## src/sv/dhcprp_pkg.sv

```systemverilog
// Shared constants, register indexes and result type of the DHCP reply parser.
package dhcprp_pkg;

	localparam int DEFAULT_MAX_DNS = 3;

	localparam int POS_W = 17;
	localparam logic [POS_W-1:0] POS_MAX = 17'h1FFFF;

	localparam logic [7:0] ETYPE_HI = 8'h08;
	localparam logic [7:0] ETYPE_LO = 8'h00;
	localparam logic [7:0] IP_PROTO_UDP = 8'd17;
	localparam logic [7:0] CLIENT_PORT = 8'd68;
	localparam logic [7:0] BOOTREPLY = 8'd2;
	localparam logic [31:0] MAGIC_COOKIE = 32'h63825363;
	localparam logic [15:0] MIN_UDP_LEN = 16'd248;
	localparam logic [7:0] MSG_OFFER = 8'd2;

	localparam logic [7:0] OPT_PAD = 8'd0;
	localparam logic [7:0] OPT_MASK = 8'd1;
	localparam logic [7:0] OPT_ROUTER = 8'd3;
	localparam logic [7:0] OPT_DNS = 8'd6;
	localparam logic [7:0] OPT_LEASE = 8'd51;
	localparam logic [7:0] OPT_TYPE = 8'd53;
	localparam logic [7:0] OPT_SERVER = 8'd54;
	localparam logic [7:0] OPT_T1 = 8'd58;
	localparam logic [7:0] OPT_T2 = 8'd59;
	localparam logic [7:0] OPT_END = 8'd255;

	localparam int ADDR_W = 5;
	localparam logic [1:0] REG_XID = 2'd0;
	localparam logic [1:0] REG_CHADDR = 2'd1;
	localparam logic [1:0] REG_TYPES = 2'd2;

	typedef struct packed {
		logic [7:0]  message_type;
		logic [31:0] offered_ip;
		logic [31:0] subnet_mask;
		logic [31:0] router_addr;
		logic [31:0] server_id;
		logic [31:0] lease_secs;
		logic [31:0] renew_secs;
		logic [31:0] rebind_secs;
		logic [47:0] server_hw_addr;
	} lease_t;

endpackage

```

## src/sv/dhcprp_run_buf.sv

```systemverilog
// Result register that plays out one accepted frame as a run of results.
module dhcprp_run_buf #(
	parameter int MAX_DNS = dhcprp_pkg::DEFAULT_MAX_DNS
) (
	input  logic clk,
	input  logic arst_n,
	input  logic load,
	input  dhcprp_pkg::lease_t lease_in,
	input  logic [31:0] dns_in [MAX_DNS],
	input  logic [$clog2(MAX_DNS+1)-1:0] dns_cnt_in,
	output logic busy,
	output logic out_valid,
	input  logic out_ready,
	output dhcprp_pkg::lease_t lease_out,
	output logic dns_valid,
	output logic [31:0] dns_addr,
	output logic last_of_run
);
	localparam int CW = $clog2(MAX_DNS + 1);
	localparam int IW = (MAX_DNS > 1) ? $clog2(MAX_DNS) : 1;

	logic busy_q;
	logic has_dns_q;
	logic [CW-1:0] cnt_q;
	logic [IW-1:0] idx_q;
	dhcprp_pkg::lease_t lease_q;
	logic [31:0] dns_q [MAX_DNS];
	logic at_last;

	assign at_last = (CW'(idx_q) + CW'(1)) == cnt_q;
	assign busy = busy_q;
	assign out_valid = busy_q;
	assign lease_out = lease_q;
	assign dns_valid = has_dns_q;
	assign dns_addr = has_dns_q ? dns_q[idx_q] : 32'd0;
	assign last_of_run = at_last;

	always_ff @(posedge clk or negedge arst_n) begin
		if (!arst_n) begin
			busy_q <= 1'b0;
			has_dns_q <= 1'b0;
			cnt_q <= '0;
			idx_q <= '0;
		end else if (load) begin
			busy_q <= 1'b1;
			has_dns_q <= dns_cnt_in != '0;
			cnt_q <= (dns_cnt_in == '0) ? CW'(1) : dns_cnt_in;
			idx_q <= '0;
		end else if (busy_q && out_ready) begin
			if (at_last) begin
				busy_q <= 1'b0;
			end else begin
				idx_q <= idx_q + IW'(1);
			end
		end
	end

	always_ff @(posedge clk) begin
		if (load) begin
			lease_q <= lease_in;
			for (int i = 0; i < MAX_DNS; i++) begin
				dns_q[i] <= dns_in[i];
			end
		end
	end

	a_load_idle: assert property (@(posedge clk) disable iff (!arst_n)
		load |-> !busy_q) else $error("run loaded while previous run pending");
	a_cnt_nz: assert property (@(posedge clk) disable iff (!arst_n)
		busy_q |-> (cnt_q != '0 && CW'(idx_q) < cnt_q)) else $error("bad run index");
	a_single: assert property (@(posedge clk) disable iff (!arst_n)
		(busy_q && !has_dns_q) |-> cnt_q == CW'(1)) else $error("run without servers too long");
	a_done: assert property (@(posedge clk) disable iff (!arst_n)
		(busy_q && out_ready && at_last && !load) |=> !busy_q) else $error("run did not end");

endmodule

```

## src/sv/dhcp_reply_parser.sv

```systemverilog
// Top level: frame byte walker, header checks, option extraction and APB registers.
//   channel | signals                                 | direction
//   in      | in_valid, in_ready, frame_byte, end_of_frame | into block
//   out     | out_valid, out_ready, result fields     | out of block
//   cfg     | psel, penable, pwrite, paddr, pwdata, prdata, pready | APB
// One frame byte is taken per cycle unless a final byte is held; each byte passes an
// input register and the compare and capture logic. A final byte of an accepted frame loads the
// result register, which gives one result per cycle while out_ready is high, up to MAX_DNS of them.
// A final byte waits in the input register while an earlier run is still pending.
// Reset clears all frame state; the registers reset to zero.
module dhcp_reply_parser #(
	parameter int MAX_DNS = dhcprp_pkg::DEFAULT_MAX_DNS
) (
	input  logic clk,
	input  logic arst_n,
	input  logic in_valid,
	output logic in_ready,
	input  logic [7:0] frame_byte,
	input  logic end_of_frame,
	output logic out_valid,
	input  logic out_ready,
	output logic [7:0] message_type,
	output logic [31:0] offered_ip,
	output logic [31:0] subnet_mask,
	output logic [31:0] router_addr,
	output logic [31:0] server_id,
	output logic [31:0] lease_secs,
	output logic [31:0] renew_secs,
	output logic [31:0] rebind_secs,
	output logic [47:0] server_hw_addr,
	output logic dns_valid,
	output logic [31:0] dns_addr,
	output logic last_of_run,
	input  logic psel,
	input  logic penable,
	input  logic pwrite,
	input  logic [dhcprp_pkg::ADDR_W-1:0] paddr,
	input  logic [63:0] pwdata,
	output logic [63:0] prdata,
	output logic pready
);
	localparam int CW = $clog2(MAX_DNS + 1);
	localparam int PW = dhcprp_pkg::POS_W;

	typedef enum logic [1:0] {PH_CODE, PH_LEN, PH_VALUE, PH_DONE} phase_t;

	logic [31:0] xid_q;
	logic [47:0] chaddr_q;
	logic [7:0] types_q;

	logic valid_s1, last_s1;
	logic [7:0] byte_s1;
	logic go, busy, load, accept_frame;

	logic [PW-1:0] pos_q;
	logic [5:0] ihl_q, ihl_d;
	logic [15:0] udp_len_q, udp_len_d;
	logic ok_q, ok_d;
	phase_t phase_q, phase_d;
	logic [7:0] code_q, code_d, remain_q, remain_d, taken_q, taken_d;
	logic [31:0] shift_q, shift_d;
	logic [7:0] type_q, type_d;
	logic [31:0] yiaddr_q, yiaddr_d, mask_q, mask_d, router_q, router_d;
	logic [31:0] server_q, server_d, lease_q, lease_d, t1_q, t1_d, t2_q, t2_d;
	logic [47:0] smac_q, smac_d;
	logic [31:0] store_q [MAX_DNS];
	logic [31:0] store_d [MAX_DNS];
	logic [31:0] pend_q [MAX_DNS];
	logic [31:0] pend_d [MAX_DNS];
	logic [CW-1:0] cnt_q, cnt_d, pcnt_q, pcnt_d;

	dhcprp_pkg::lease_t lease_res, lease_out;

	// Configuration registers.
	assign pready = 1'b1;
	always_ff @(posedge clk or negedge arst_n) begin
		if (!arst_n) begin
			xid_q <= '0;
			chaddr_q <= '0;
			types_q <= '0;
		end else if (psel && penable && pwrite) begin
			case (paddr[4:3])
				dhcprp_pkg::REG_XID: xid_q <= pwdata[31:0];
				dhcprp_pkg::REG_CHADDR: chaddr_q <= pwdata[47:0];
				dhcprp_pkg::REG_TYPES: types_q <= pwdata[7:0];
				default: ;
			endcase
		end
	end

	always_comb begin
		case (paddr[4:3])
			dhcprp_pkg::REG_XID: prdata = {32'd0, xid_q};
			dhcprp_pkg::REG_CHADDR: prdata = {16'd0, chaddr_q};
			dhcprp_pkg::REG_TYPES: prdata = {56'd0, types_q};
			default: prdata = '0;
		endcase
	end

	// Input register; a final byte holds here until the result register is free.
	assign go = valid_s1 && !(last_s1 && busy);
	assign in_ready = !valid_s1 || go;

	always_ff @(posedge clk or negedge arst_n) begin
		if (!arst_n) begin
			valid_s1 <= 1'b0;
		end else if (in_ready) begin
			valid_s1 <= in_valid;
		end
	end

	always_ff @(posedge clk) begin
		if (in_valid && in_ready) begin
			byte_s1 <= frame_byte;
			last_s1 <= end_of_frame;
		end
	end

	// Per-byte checks and captures.
	always_comb begin
		logic [7:0] v;
		logic [PW-1:0] p, udp_base, r, q;
		logic [5:0] slot;
		logic [7:0] want;
		logic commit;
		logic [PW:0] frame_len, opt0;
		logic [2:0] mac_idx;
		logic [47:0] mac_sh;
		v = byte_s1;
		p = pos_q;
		ihl_d = ihl_q;
		udp_len_d = udp_len_q;
		ok_d = ok_q;
		phase_d = phase_q;
		code_d = code_q;
		remain_d = remain_q;
		taken_d = taken_q;
		shift_d = shift_q;
		type_d = type_q;
		yiaddr_d = yiaddr_q;
		mask_d = mask_q;
		router_d = router_q;
		server_d = server_q;
		lease_d = lease_q;
		t1_d = t1_q;
		t2_d = t2_q;
		smac_d = smac_q;
		cnt_d = cnt_q;
		pcnt_d = pcnt_q;
		for (int i = 0; i < MAX_DNS; i++) begin
			store_d[i] = store_q[i];
			pend_d[i] = pend_q[i];
		end
		commit = 1'b0;
		slot = taken_q[7:2];
		want = '0;

		if (p >= PW'(6) && p <= PW'(11)) smac_d = {smac_q[39:0], v};
		if (p == PW'(12) && v != dhcprp_pkg::ETYPE_HI) ok_d = 1'b0;
		if (p == PW'(13) && v != dhcprp_pkg::ETYPE_LO) ok_d = 1'b0;
		if (p == PW'(23) && v != dhcprp_pkg::IP_PROTO_UDP) ok_d = 1'b0;
		if (p == PW'(14)) ihl_d = {v[3:0], 2'b00};

		udp_base = PW'(14) + PW'(ihl_d);
		r = p - udp_base;
		q = r - PW'(8);
		// Bytes 28 to 33 of the BOOTP part carry chaddr, most significant byte first.
		mac_idx = q[2:0] - 3'd4;
		mac_sh = chaddr_q << {mac_idx, 3'b000};

		if (p >= PW'(14) && p >= udp_base) begin
			if (r == PW'(2) && v != 8'd0) ok_d = 1'b0;
			if (r == PW'(3) && v != dhcprp_pkg::CLIENT_PORT) ok_d = 1'b0;
			if (r == PW'(4)) udp_len_d = {v, 8'd0};
			if (r == PW'(5)) udp_len_d = {udp_len_q[15:8], v};
			if (r >= PW'(8)) begin
				if (q == PW'(0) && v != dhcprp_pkg::BOOTREPLY) ok_d = 1'b0;
				if (q >= PW'(4) && q <= PW'(7)
						&& v != xid_q[8*(3-int'(q[1:0])) +: 8]) ok_d = 1'b0;
				if (q >= PW'(16) && q <= PW'(19)) yiaddr_d = {yiaddr_q[23:0], v};
				if (q >= PW'(28) && q <= PW'(33) && v != mac_sh[47:40]) ok_d = 1'b0;
				if (q >= PW'(236) && q <= PW'(239)
						&& v != dhcprp_pkg::MAGIC_COOKIE[8*(3-int'(q[1:0])) +: 8])
					ok_d = 1'b0;
				if (q >= PW'(240) && r < PW'(udp_len_d)) begin
					case (phase_q)
						PH_CODE: begin
							if (v == dhcprp_pkg::OPT_END) begin
								phase_d = PH_DONE;
							end else if (v != dhcprp_pkg::OPT_PAD) begin
								code_d = v;
								phase_d = PH_LEN;
							end
						end
						PH_LEN: begin
							remain_d = v;
							shift_d = '0;
							taken_d = '0;
							pcnt_d = '0;
							if (v == 8'd0) begin
								commit = 1'b1;
								phase_d = PH_CODE;
							end else begin
								phase_d = PH_VALUE;
							end
						end
						PH_VALUE: begin
							if (code_q == dhcprp_pkg::OPT_DNS) begin
								shift_d = {shift_q[23:0], v};
								// Each completed 4-byte group, up to MAX_DNS of them, becomes one server entry.
								if (taken_q[1:0] == 2'd3 && slot < 6'(MAX_DNS)) begin
									for (int i = 0; i < MAX_DNS; i++) begin
										if (slot == 6'(i)) pend_d[i] = shift_d;
									end
									pcnt_d = CW'(slot + 6'd1);
								end
							end else if (taken_q < 8'd4) begin
								shift_d = {shift_q[23:0], v};
							end
							taken_d = taken_q + 8'd1;
							remain_d = remain_q - 8'd1;
							if (remain_q == 8'd1) begin
								commit = 1'b1;
								phase_d = PH_CODE;
							end
						end
						default: ;
					endcase
				end
			end
		end

		if (commit) begin
			case (code_q)
				dhcprp_pkg::OPT_TYPE: begin
					if (taken_d == 8'd1) type_d = shift_d[7:0];
					else if (taken_d == 8'd2) type_d = shift_d[15:8];
					else if (taken_d == 8'd3) type_d = shift_d[23:16];
					else if (taken_d >= 8'd4) type_d = shift_d[31:24];
				end
				dhcprp_pkg::OPT_MASK: if (taken_d >= 8'd4) mask_d = shift_d;
				dhcprp_pkg::OPT_ROUTER: if (taken_d >= 8'd4) router_d = shift_d;
				dhcprp_pkg::OPT_SERVER: if (taken_d >= 8'd4) server_d = shift_d;
				dhcprp_pkg::OPT_LEASE: if (taken_d >= 8'd4) lease_d = shift_d;
				dhcprp_pkg::OPT_T1: if (taken_d >= 8'd4) t1_d = shift_d;
				dhcprp_pkg::OPT_T2: if (taken_d >= 8'd4) t2_d = shift_d;
				dhcprp_pkg::OPT_DNS: begin
					for (int i = 0; i < MAX_DNS; i++) store_d[i] = pend_d[i];
					cnt_d = pcnt_d;
				end
				default: ;
			endcase
		end

		frame_len = {1'b0, p} + (PW+1)'(1);
		opt0 = (PW+1)'(udp_base) + (PW+1)'(248);
		if (type_d <= 8'd7) want = types_q >> type_d[2:0];
		accept_frame = ok_d && frame_len >= opt0 && udp_len_d >= dhcprp_pkg::MIN_UDP_LEN
			&& type_d != 8'd0 && type_d <= 8'd7 && want[0]
			&& !(type_d == dhcprp_pkg::MSG_OFFER && (yiaddr_d == '0 || server_d == '0));
	end

	assign load = go && last_s1 && accept_frame;

	always_ff @(posedge clk or negedge arst_n) begin
		if (!arst_n) begin
			pos_q <= '0;
			ihl_q <= '0;
			udp_len_q <= '0;
			ok_q <= 1'b1;
			phase_q <= PH_CODE;
			code_q <= '0;
			remain_q <= '0;
			taken_q <= '0;
			shift_q <= '0;
			type_q <= '0;
			yiaddr_q <= '0;
			mask_q <= '0;
			router_q <= '0;
			server_q <= '0;
			lease_q <= '0;
			t1_q <= '0;
			t2_q <= '0;
			smac_q <= '0;
			cnt_q <= '0;
			pcnt_q <= '0;
			for (int i = 0; i < MAX_DNS; i++) begin
				store_q[i] <= '0;
				pend_q[i] <= '0;
			end
		end else if (go) begin
			if (last_s1) begin
				pos_q <= '0;
				ihl_q <= '0;
				udp_len_q <= '0;
				ok_q <= 1'b1;
				phase_q <= PH_CODE;
				code_q <= '0;
				remain_q <= '0;
				taken_q <= '0;
				shift_q <= '0;
				type_q <= '0;
				yiaddr_q <= '0;
				mask_q <= '0;
				router_q <= '0;
				server_q <= '0;
				lease_q <= '0;
				t1_q <= '0;
				t2_q <= '0;
				smac_q <= '0;
				cnt_q <= '0;
				pcnt_q <= '0;
				for (int i = 0; i < MAX_DNS; i++) begin
					store_q[i] <= '0;
					pend_q[i] <= '0;
				end
			end else begin
				if (pos_q != dhcprp_pkg::POS_MAX) pos_q <= pos_q + PW'(1);
				ihl_q <= ihl_d;
				udp_len_q <= udp_len_d;
				ok_q <= ok_d;
				phase_q <= phase_d;
				code_q <= code_d;
				remain_q <= remain_d;
				taken_q <= taken_d;
				shift_q <= shift_d;
				type_q <= type_d;
				yiaddr_q <= yiaddr_d;
				mask_q <= mask_d;
				router_q <= router_d;
				server_q <= server_d;
				lease_q <= lease_d;
				t1_q <= t1_d;
				t2_q <= t2_d;
				smac_q <= smac_d;
				cnt_q <= cnt_d;
				pcnt_q <= pcnt_d;
				for (int i = 0; i < MAX_DNS; i++) begin
					store_q[i] <= store_d[i];
					pend_q[i] <= pend_d[i];
				end
			end
		end
	end

	assign lease_res = '{message_type: type_d, offered_ip: yiaddr_d, subnet_mask: mask_d,
		router_addr: router_d, server_id: server_d, lease_secs: lease_d,
		renew_secs: t1_d, rebind_secs: t2_d, server_hw_addr: smac_d};

	dhcprp_run_buf #(.MAX_DNS(MAX_DNS)) u_run_buf (
		.clk(clk),
		.arst_n(arst_n),
		.load(load),
		.lease_in(lease_res),
		.dns_in(store_d),
		.dns_cnt_in(cnt_d),
		.busy(busy),
		.out_valid(out_valid),
		.out_ready(out_ready),
		.lease_out(lease_out),
		.dns_valid(dns_valid),
		.dns_addr(dns_addr),
		.last_of_run(last_of_run)
	);

	assign message_type = lease_out.message_type;
	assign offered_ip = lease_out.offered_ip;
	assign subnet_mask = lease_out.subnet_mask;
	assign router_addr = lease_out.router_addr;
	assign server_id = lease_out.server_id;
	assign lease_secs = lease_out.lease_secs;
	assign renew_secs = lease_out.renew_secs;
	assign rebind_secs = lease_out.rebind_secs;
	assign server_hw_addr = lease_out.server_hw_addr;

endmodule

```

## config.mk

```make
export PLATFORM = sky130hd
export DESIGN_NAME = dhcp_reply_parser
export DESIGN_NICKNAME = d
export VERILOG_FILES = /design/src/sv/dhcprp_pkg.sv /design/src/sv/dhcprp_run_buf.sv /design/src/sv/dhcp_reply_parser.sv
export SDC_FILE = /design/constraint.sdc
export NUM_CORES = 2
export LEC_CHECK = 0
export BUFFER_PORTS_ARGS = -buffer_cell sky130_fd_sc_hd__buf_2
export CAP_MARGIN = 20
export CORE_UTILIZATION = 46
export DETAILED_ROUTE_END_ITERATION = 6
export PLACE_DENSITY = 0.72
export REMOVE_ABC_BUFFERS = 1
export SYNTH_ARGS = -nofsm -noshare
export SYNTH_HDL_FRONTEND = slang
export SYNTH_SLANG_ARGS = --single-unit
```

## constraint.sdc

```tcl
create_clock -name clk -period 48.9 [get_ports clk]
set_input_delay 0 -clock clk [delete_from_list [all_inputs] [get_ports clk]]
set_output_delay 0 -clock clk [all_outputs]
set_load 0.01 [all_outputs]
```

Word-level counts from Yosys, hierarchy flattened. Memory sizes are Yosys's and may differ from the RTL's. Index checks and enable logic that the tools add are counted.

Eq/ne operators: 42. $mul: 0. Add/sub/neg operators: 12. Shifts and indexed selects: 4. Div/mod/pow operators: 0. Magnitude comparators: 21. Reductions and logical operators: 67. Bitwise operators: 0. Mux-type cells: 132.

Operator list (count): 32-bit 2-to-1 mux (38); 96-bit 2-to-1 mux (10); 8-bit 2-to-1 mux (22); 48-bit one-hot mux with 3 select lines (1); 48-bit 2-to-1 mux (2); 16-bit 2-to-1 mux (5); 32-bit logical NOT (2); 32-bit one-hot mux with 2 select lines (1); 17-bit by 4-bit equality test with 1-bit output, second input constant (3); 48-bit by 6-bit << shifter with 48-bit output (1); 2-bit 2-to-1 mux (21); 8-bit by 6-bit equality test with 1-bit output, second input constant (5); 17-bit by 2-bit equality test with 1-bit output, second input constant (2); 17-bit by 3-bit equality test with 1-bit output, second input constant (2); 17-bit by 3-bit >= comparator with 1-bit output, second input constant (2); 17-bit by 4-bit >= comparator with 1-bit output, second input constant (2); 17-bit by 5-bit >= comparator with 1-bit output, second input constant (2); 17-bit by 8-bit >= comparator with 1-bit output, second input constant (2); 17-bit 2-to-1 mux (2); 8-bit by 2-bit equality test with 1-bit output, second input constant (4); 1-bit logical AND (32); 8-bit one-hot mux with 2 select lines (2); 32-bit by 6-bit variable part select with 8-bit output (1); 32-bit by 6-bit variable part select with 8-bit output, first input constant (1); 62 further kinds (113).

Memory bits (writable): 96. Bits in registers: 958. Memories: 1. Logic and storage cells: 324. Bits in latches: 0. Input port bits: 85. Memory bits (read-only): 0.

Memory list: u_run_buf.dns_q (depth 3, bits a word 32, rd ports 1, clocked after memory_dff 0, wr ports 3, RTL line dhcprp_run_buf.sv:27) `logic [31:0] dns_q [MAX_DNS];`.

Logic depth before layout (Yosys ltp).
Depth after elaboration: 28. Depth in mapped cells: 47. Depth with buffers taken out: 39.

Hierarchy. Synthesis repeated with hierarchy kept, for this count alone.

Cell total of the unflattened synthesis: 4385. Area total of the unflattened synthesis: 48948.2 sq um.

Modules (own cells, without submodules): dhcp_reply_parser (times used 1, cells each 3832, area each 36443.7 sq um); dhcprp_run_buf (times used 1, cells each 553, area each 12504.5 sq um).

Worst setup path before layout. OpenSTA, ideal clock, no wires.

Path kind: reg-to-reg. Start: register pos_q[9]. End: memory u_run_buf.dns_q[0][0] (enable). Clock period less this slack: 49929 ps. Slack: -1029 ps. Cell stages (with the launch flop): 42. Setup time: 2167 ps. Data required time: 46733 ps. Data arrival time: 47762 ps. Cells stage by stage: dfrtp_1 > or4_4 > nor4_2 > buf_2 > nand2_1 > clkbuf_1 > o21ai_0 > inv_1 > ha_1 > o21a_1 > a21oi_1 > a31oi_1 > nor3b_1 > or4_1 > a31o_2 > xnor2_1 > or3_4 > or2_1 > [6 not listed] > a21o_1 > a21o_1 > a21o_1 > a21o_1 > a211o_1 > or4_1 > o221ai_2 > nand2_1 > nor3_2 > buf_2 > buf_1 > nor2_1 > a32oi_1 > nand2_1 > a31oi_1 > inv_1 > nor3_1 > nor4b_1.

RTL lines: start, declared (RTL line dhcp_reply_parser.sv:55) `logic [PW-1:0] pos_q;`; start signal, assigned (RTL line dhcp_reply_parser.sv:318) `if (pos_q != dhcprp_pkg::POS_MAX) pos_q <= pos_q + PW'(1);`; end, declared (RTL line dhcprp_run_buf.sv:27).

Final worst setup path.
Start: register pos_q[13]. End: register u_run_buf.lease_q (netlist bit u_run_buf.lease_out[120]) (enable).

Cells in the longest elaborated chain, start to end: 26. Elaborated cells on any way between the ends: 110. Classes of those cells: 7 x add/sub; 17 x order compare; 15 x eq/ne; 4 x shift; 38 x mux; 29 x reduce/logical.

Ends and longest elaborated chain: branches (longest 24 deep; another with 17-bit by 7-bit subtractor with 17-bit output); 1-bit logical AND (*) (RTL line dhcp_reply_parser.sv:260) `&& !(type_d == dhcprp_pkg::MSG_OFFER && (yiaddr_d == '0 || server_d == '0));`; 1-bit logical AND (*) (RTL line dhcp_reply_parser.sv:263) `assign load = go && last_s1 && accept_frame;`; named net load (RTL line dhcp_reply_parser.sv:53) `logic go, busy, load, accept_frame;`; end signal, assigned (RTL line dhcprp_run_buf.sv:60) `lease_q <= lease_in;`; end, declared (RTL line dhcprp_run_buf.sv:26) `dhcprp_pkg::lease_t lease_q;`.

Mark *: on every way through the listed nets, which the timed path passes. The select of a mux whose other input is x is not followed. A chain may end at the register's enable or synchronous reset.

==> results.md <==
- Vias in the first global route: 35.8k
- Outcome: finished clean
- Setup TNS: 0 ns
- Syn Area/Cell: 11.7 sq um
- Full die area: 107000 sq um
- Antenna-violating nets left: 0
- Max Fclk: 68.9 MHz
- DP HPWL: 84800 um
- Worst Path Required: 49.23 ns
- CTS Buf Count: 108
- Compound-gate portion of the synthesized area: 17.5%
- Mux contribution to synthesized area: 9.58%
- CTS hold repair buffers: 79
- Avg WL per Cell: 23.2 um
- CTS tree: built
- Starting Density: 46.3%
- # rows: 119
- Final Hold Fails: 0
- HP Class: in2reg
- Library cells used by synthesis: 100
- Share of the synthesized area in the top cell type: 34.3%
- WP buf/inv: 4
- Met3 routed WL: 9110 um
- Hold_sp: in_valid
- Via density: 6.02
- Pre-Repair DR Iteration Count: 6
- Yosys warns: 0
- Synth area leaders: dfrtp_1 34%, edfxtp_1 24%, a22o_1 8.5%, mux2_2 4.6%, o21ai_0 4.4%
- Area of the mapped netlist: 48800 sq um
- Nets: 4671
- GRT Util Overall: 25.5%
- Initial antenna violation count: 0
- Arrival time worst endpoint: 14.84 ns
- Synth Area in XOR/XNOR: 0.893%
- Die height: 328 um
- DR iter-0 viols: 3380
- Uppermost layer routed: met4
- PwrDens: 34.3 nW/um^2
- Crit share post-route: 29.7%
- P&R area growth vs syn: 16.3%
- Post-Synth Simple-Gate Area: 9.28%
- Seq/Total Area, Yosys: 58.0%
- First-pass GRT wire length: 215000 um
- Slowest stage cell on the critical path: buf_4
- Die width: 328 um
- Postcts setup bufs: 0
- Diodes inserted: 0
- Crit. Startpoint: pos_q[13]
- Clk sink count: 1054
- Met2 WL post-DR: 65900 um
- Most common flop cell mapped by yosys: dfrtp_1
- Endpoint class of the critical path: flop
- # IOs: 466
- Ys async rst share: 63.5%
- Clk_lat worst skew: 0.71 ns
- Power Total: 0.00195 W
- Clock-pin slew on the worst setup and hold paths: 0.06 ns
- Max VDD drop: 0.0306 mV
- Total core area: 105000 sq um
- Main combinational cell family by area after synthesis: compound AO/OA/AOI/OAI gates
- Worst r2r src: pos_q[13]
- Crit-path most repeated cell: a21o_1
- Gpl congestion: 0.902
- RSZ-0062 raised after global routing: false
- Drt drc: 0
- Fin util: 53.9%
- Post-synthesis adder-cell area fraction: 1.36%
- Post-synthesis cell count: 4179
- Number of flops mapped to enable cells by yosys: 385
- Setup violators final: 0
- Kind of critical path: reg2reg
- Met1 wire length: 58100 um
- Worst path max stage delay: 0.80 ns
- Routed vias: 36.2k
- #FFs+latches synth: 1054
- Least-Margin Pin Slew: 1.15 ns
- Largest net degree at the start of global routing: 202
- Dominant cell type by area after synthesis: dfrtp_1
- WHS: 0.0513 ns
- Layout cells sized above 1: 21.2%
- Max-slew violations: 0
- Final Routed Wirelength: 139000 um
- Root Buffer: clkbuf_16
- PostCTS Resize Cnt: 0
- Final Critical Period: 14.50 ns
- GRT Residual Overflow: 0
- Leak: 26.0 nW
- Crit path launch type: flop
- CP top delay family: simple AND/OR/NAND/NOR gates
- Final Skew: 0.0299 ns
- Max Root-Sink Buffers: 3
- Max_cap viols: 0
- PortBufs: 429
- Max-slew headroom: 23.1%
- Max Fanout on Critical Path: 167
- H-tree Lvls: 3
-- area by class of cell --
| cell class | count | area (sq um) |
|---|---|---|
| Tap cell | 1391 | 1740 |
| Inverter | 55 | 206 |
| Clock inverter | 54 | 723 |
| Timing Repair Buffer | 586 | 3680 |
| Fill cell | 8698 | 48500 |
| Sequential cell | 1054 | 28300 |
| Clock buffer | 149 | 3040 |
| Multi-Input combinational cell | 2728 | 19000 |
-- final timing paths --
| check | to | slack (ns) | depth (start not counted) |
|---|---|---|---|
| worst max-delay path | u_run_buf.lease_out[120] | 34.40 | 39 |
| worst min-delay path | valid_s1 | 0.05 | 3 |
| worst max register to register | u_run_buf.lease_out[120] | 34.40 | 39 |
| worst min register to register | udp_len_q[1] | 0.49 | 2 |
| max in group asynchronous | pos_q[3] | 45.74 | 6 |
| min in group asynchronous | lease_q[9] | 0.45 | 4 |
-- report_power, final --
part           internal [W]  total [W]  switching, W
clock              0.000511   0.000871      0.000360
sequential         0.000930   0.000948     0.0000180
combinational     0.0000511   0.000128     0.0000764
-- through the flow --
stage / instance area, sq um / cells / setup WS [ns]
final: 56700 / 6017 / 34.40
after global routing: 56700 / 6017 / 33.67
after CTS: 56600 / 6011 / 34.57
after detailed placement: 52100 / 5729 / 34.62
after global placement: 52000 / 5726 / 34.64
after floorplan: 47400 / 3837 / -1.87
-- cell families (layout without fill, tap and decap cells) --
group,after synthesis,in the layout
buf+inv,413,844
xor+xnor,48,48
mux,421,421
simple gates,973,973
fa+ha+maj,53,53
compound gates,1215,1215
other cells,2,18
flops,1054,1054
-- cells in the mapped netlist, types with 29 or more instances --
| cell | instances |
|---|---|
| buf_1 | 29 |
| nor3_1 | 50 |
| edfxtp_1 | 385 |
| nor4_1 | 37 |
| a21oi_1 | 98 |
| inv_1 | 49 |
| dfrtp_1 | 668 |
| nand4_1 | 29 |
| ha_1 | 53 |
| nor2_1 | 190 |
| xnor2_1 | 32 |
| nand3_1 | 48 |
| mux2i_1 | 203 |
| a22o_1 | 471 |
| o21ai_0 | 426 |
| nand2_1 | 455 |
| clkbuf_1 | 302 |
| mux2_2 | 199 |
| and2_1 | 34 |
-- worst min-delay path: cells and delay by family --
family	cells	cell delay (ns)
buffers and inverters	2	0.63
AND/OR/NAND/NOR	1	0.09
-- cell usage in the layout, fill, tap and decap left out, types with 78 or more instances in the layout --
master	instances
edfxtp_1	385
o21ai_0	425
nand2_1	449
dlygate4sd3_1	78
mux2_2	199
mux2i_1	203
a21oi_1	98
nor2_1	186
a22o_1	471
buf_2	428
clkbuf_16	108
dfrtp_1	666
-- registers in the layout (all words and copies together) (netlist names), 6 cells and up --
name / count
byte_s1: 8
chaddr_q: 48
code_q: 8
ihl_q: 6
lease_q: 32
mask_q: 32
pend_q: 96
pos_q: 17
remain_q: 8
router_q: 32
server_q: 32
shift_q: 32
smac_q: 48
store_q: 96
t1_q: 32
t2_q: 32
taken_q: 8
type_q: 8
types_q: 8
u_run_buf.dns_q: 96
u_run_buf.lease_out: 280
udp_len_q: 16
xid_q: 32
yiaddr_q: 32
-- metal layers --
layer	vias up	global-route usage [%]
li1	16246	-
met2	1313	40.3
met5	-	0
met4	0	11.7
met1	18355	34.0
met3	307	4.97
(Power assumes the default switching activity.)
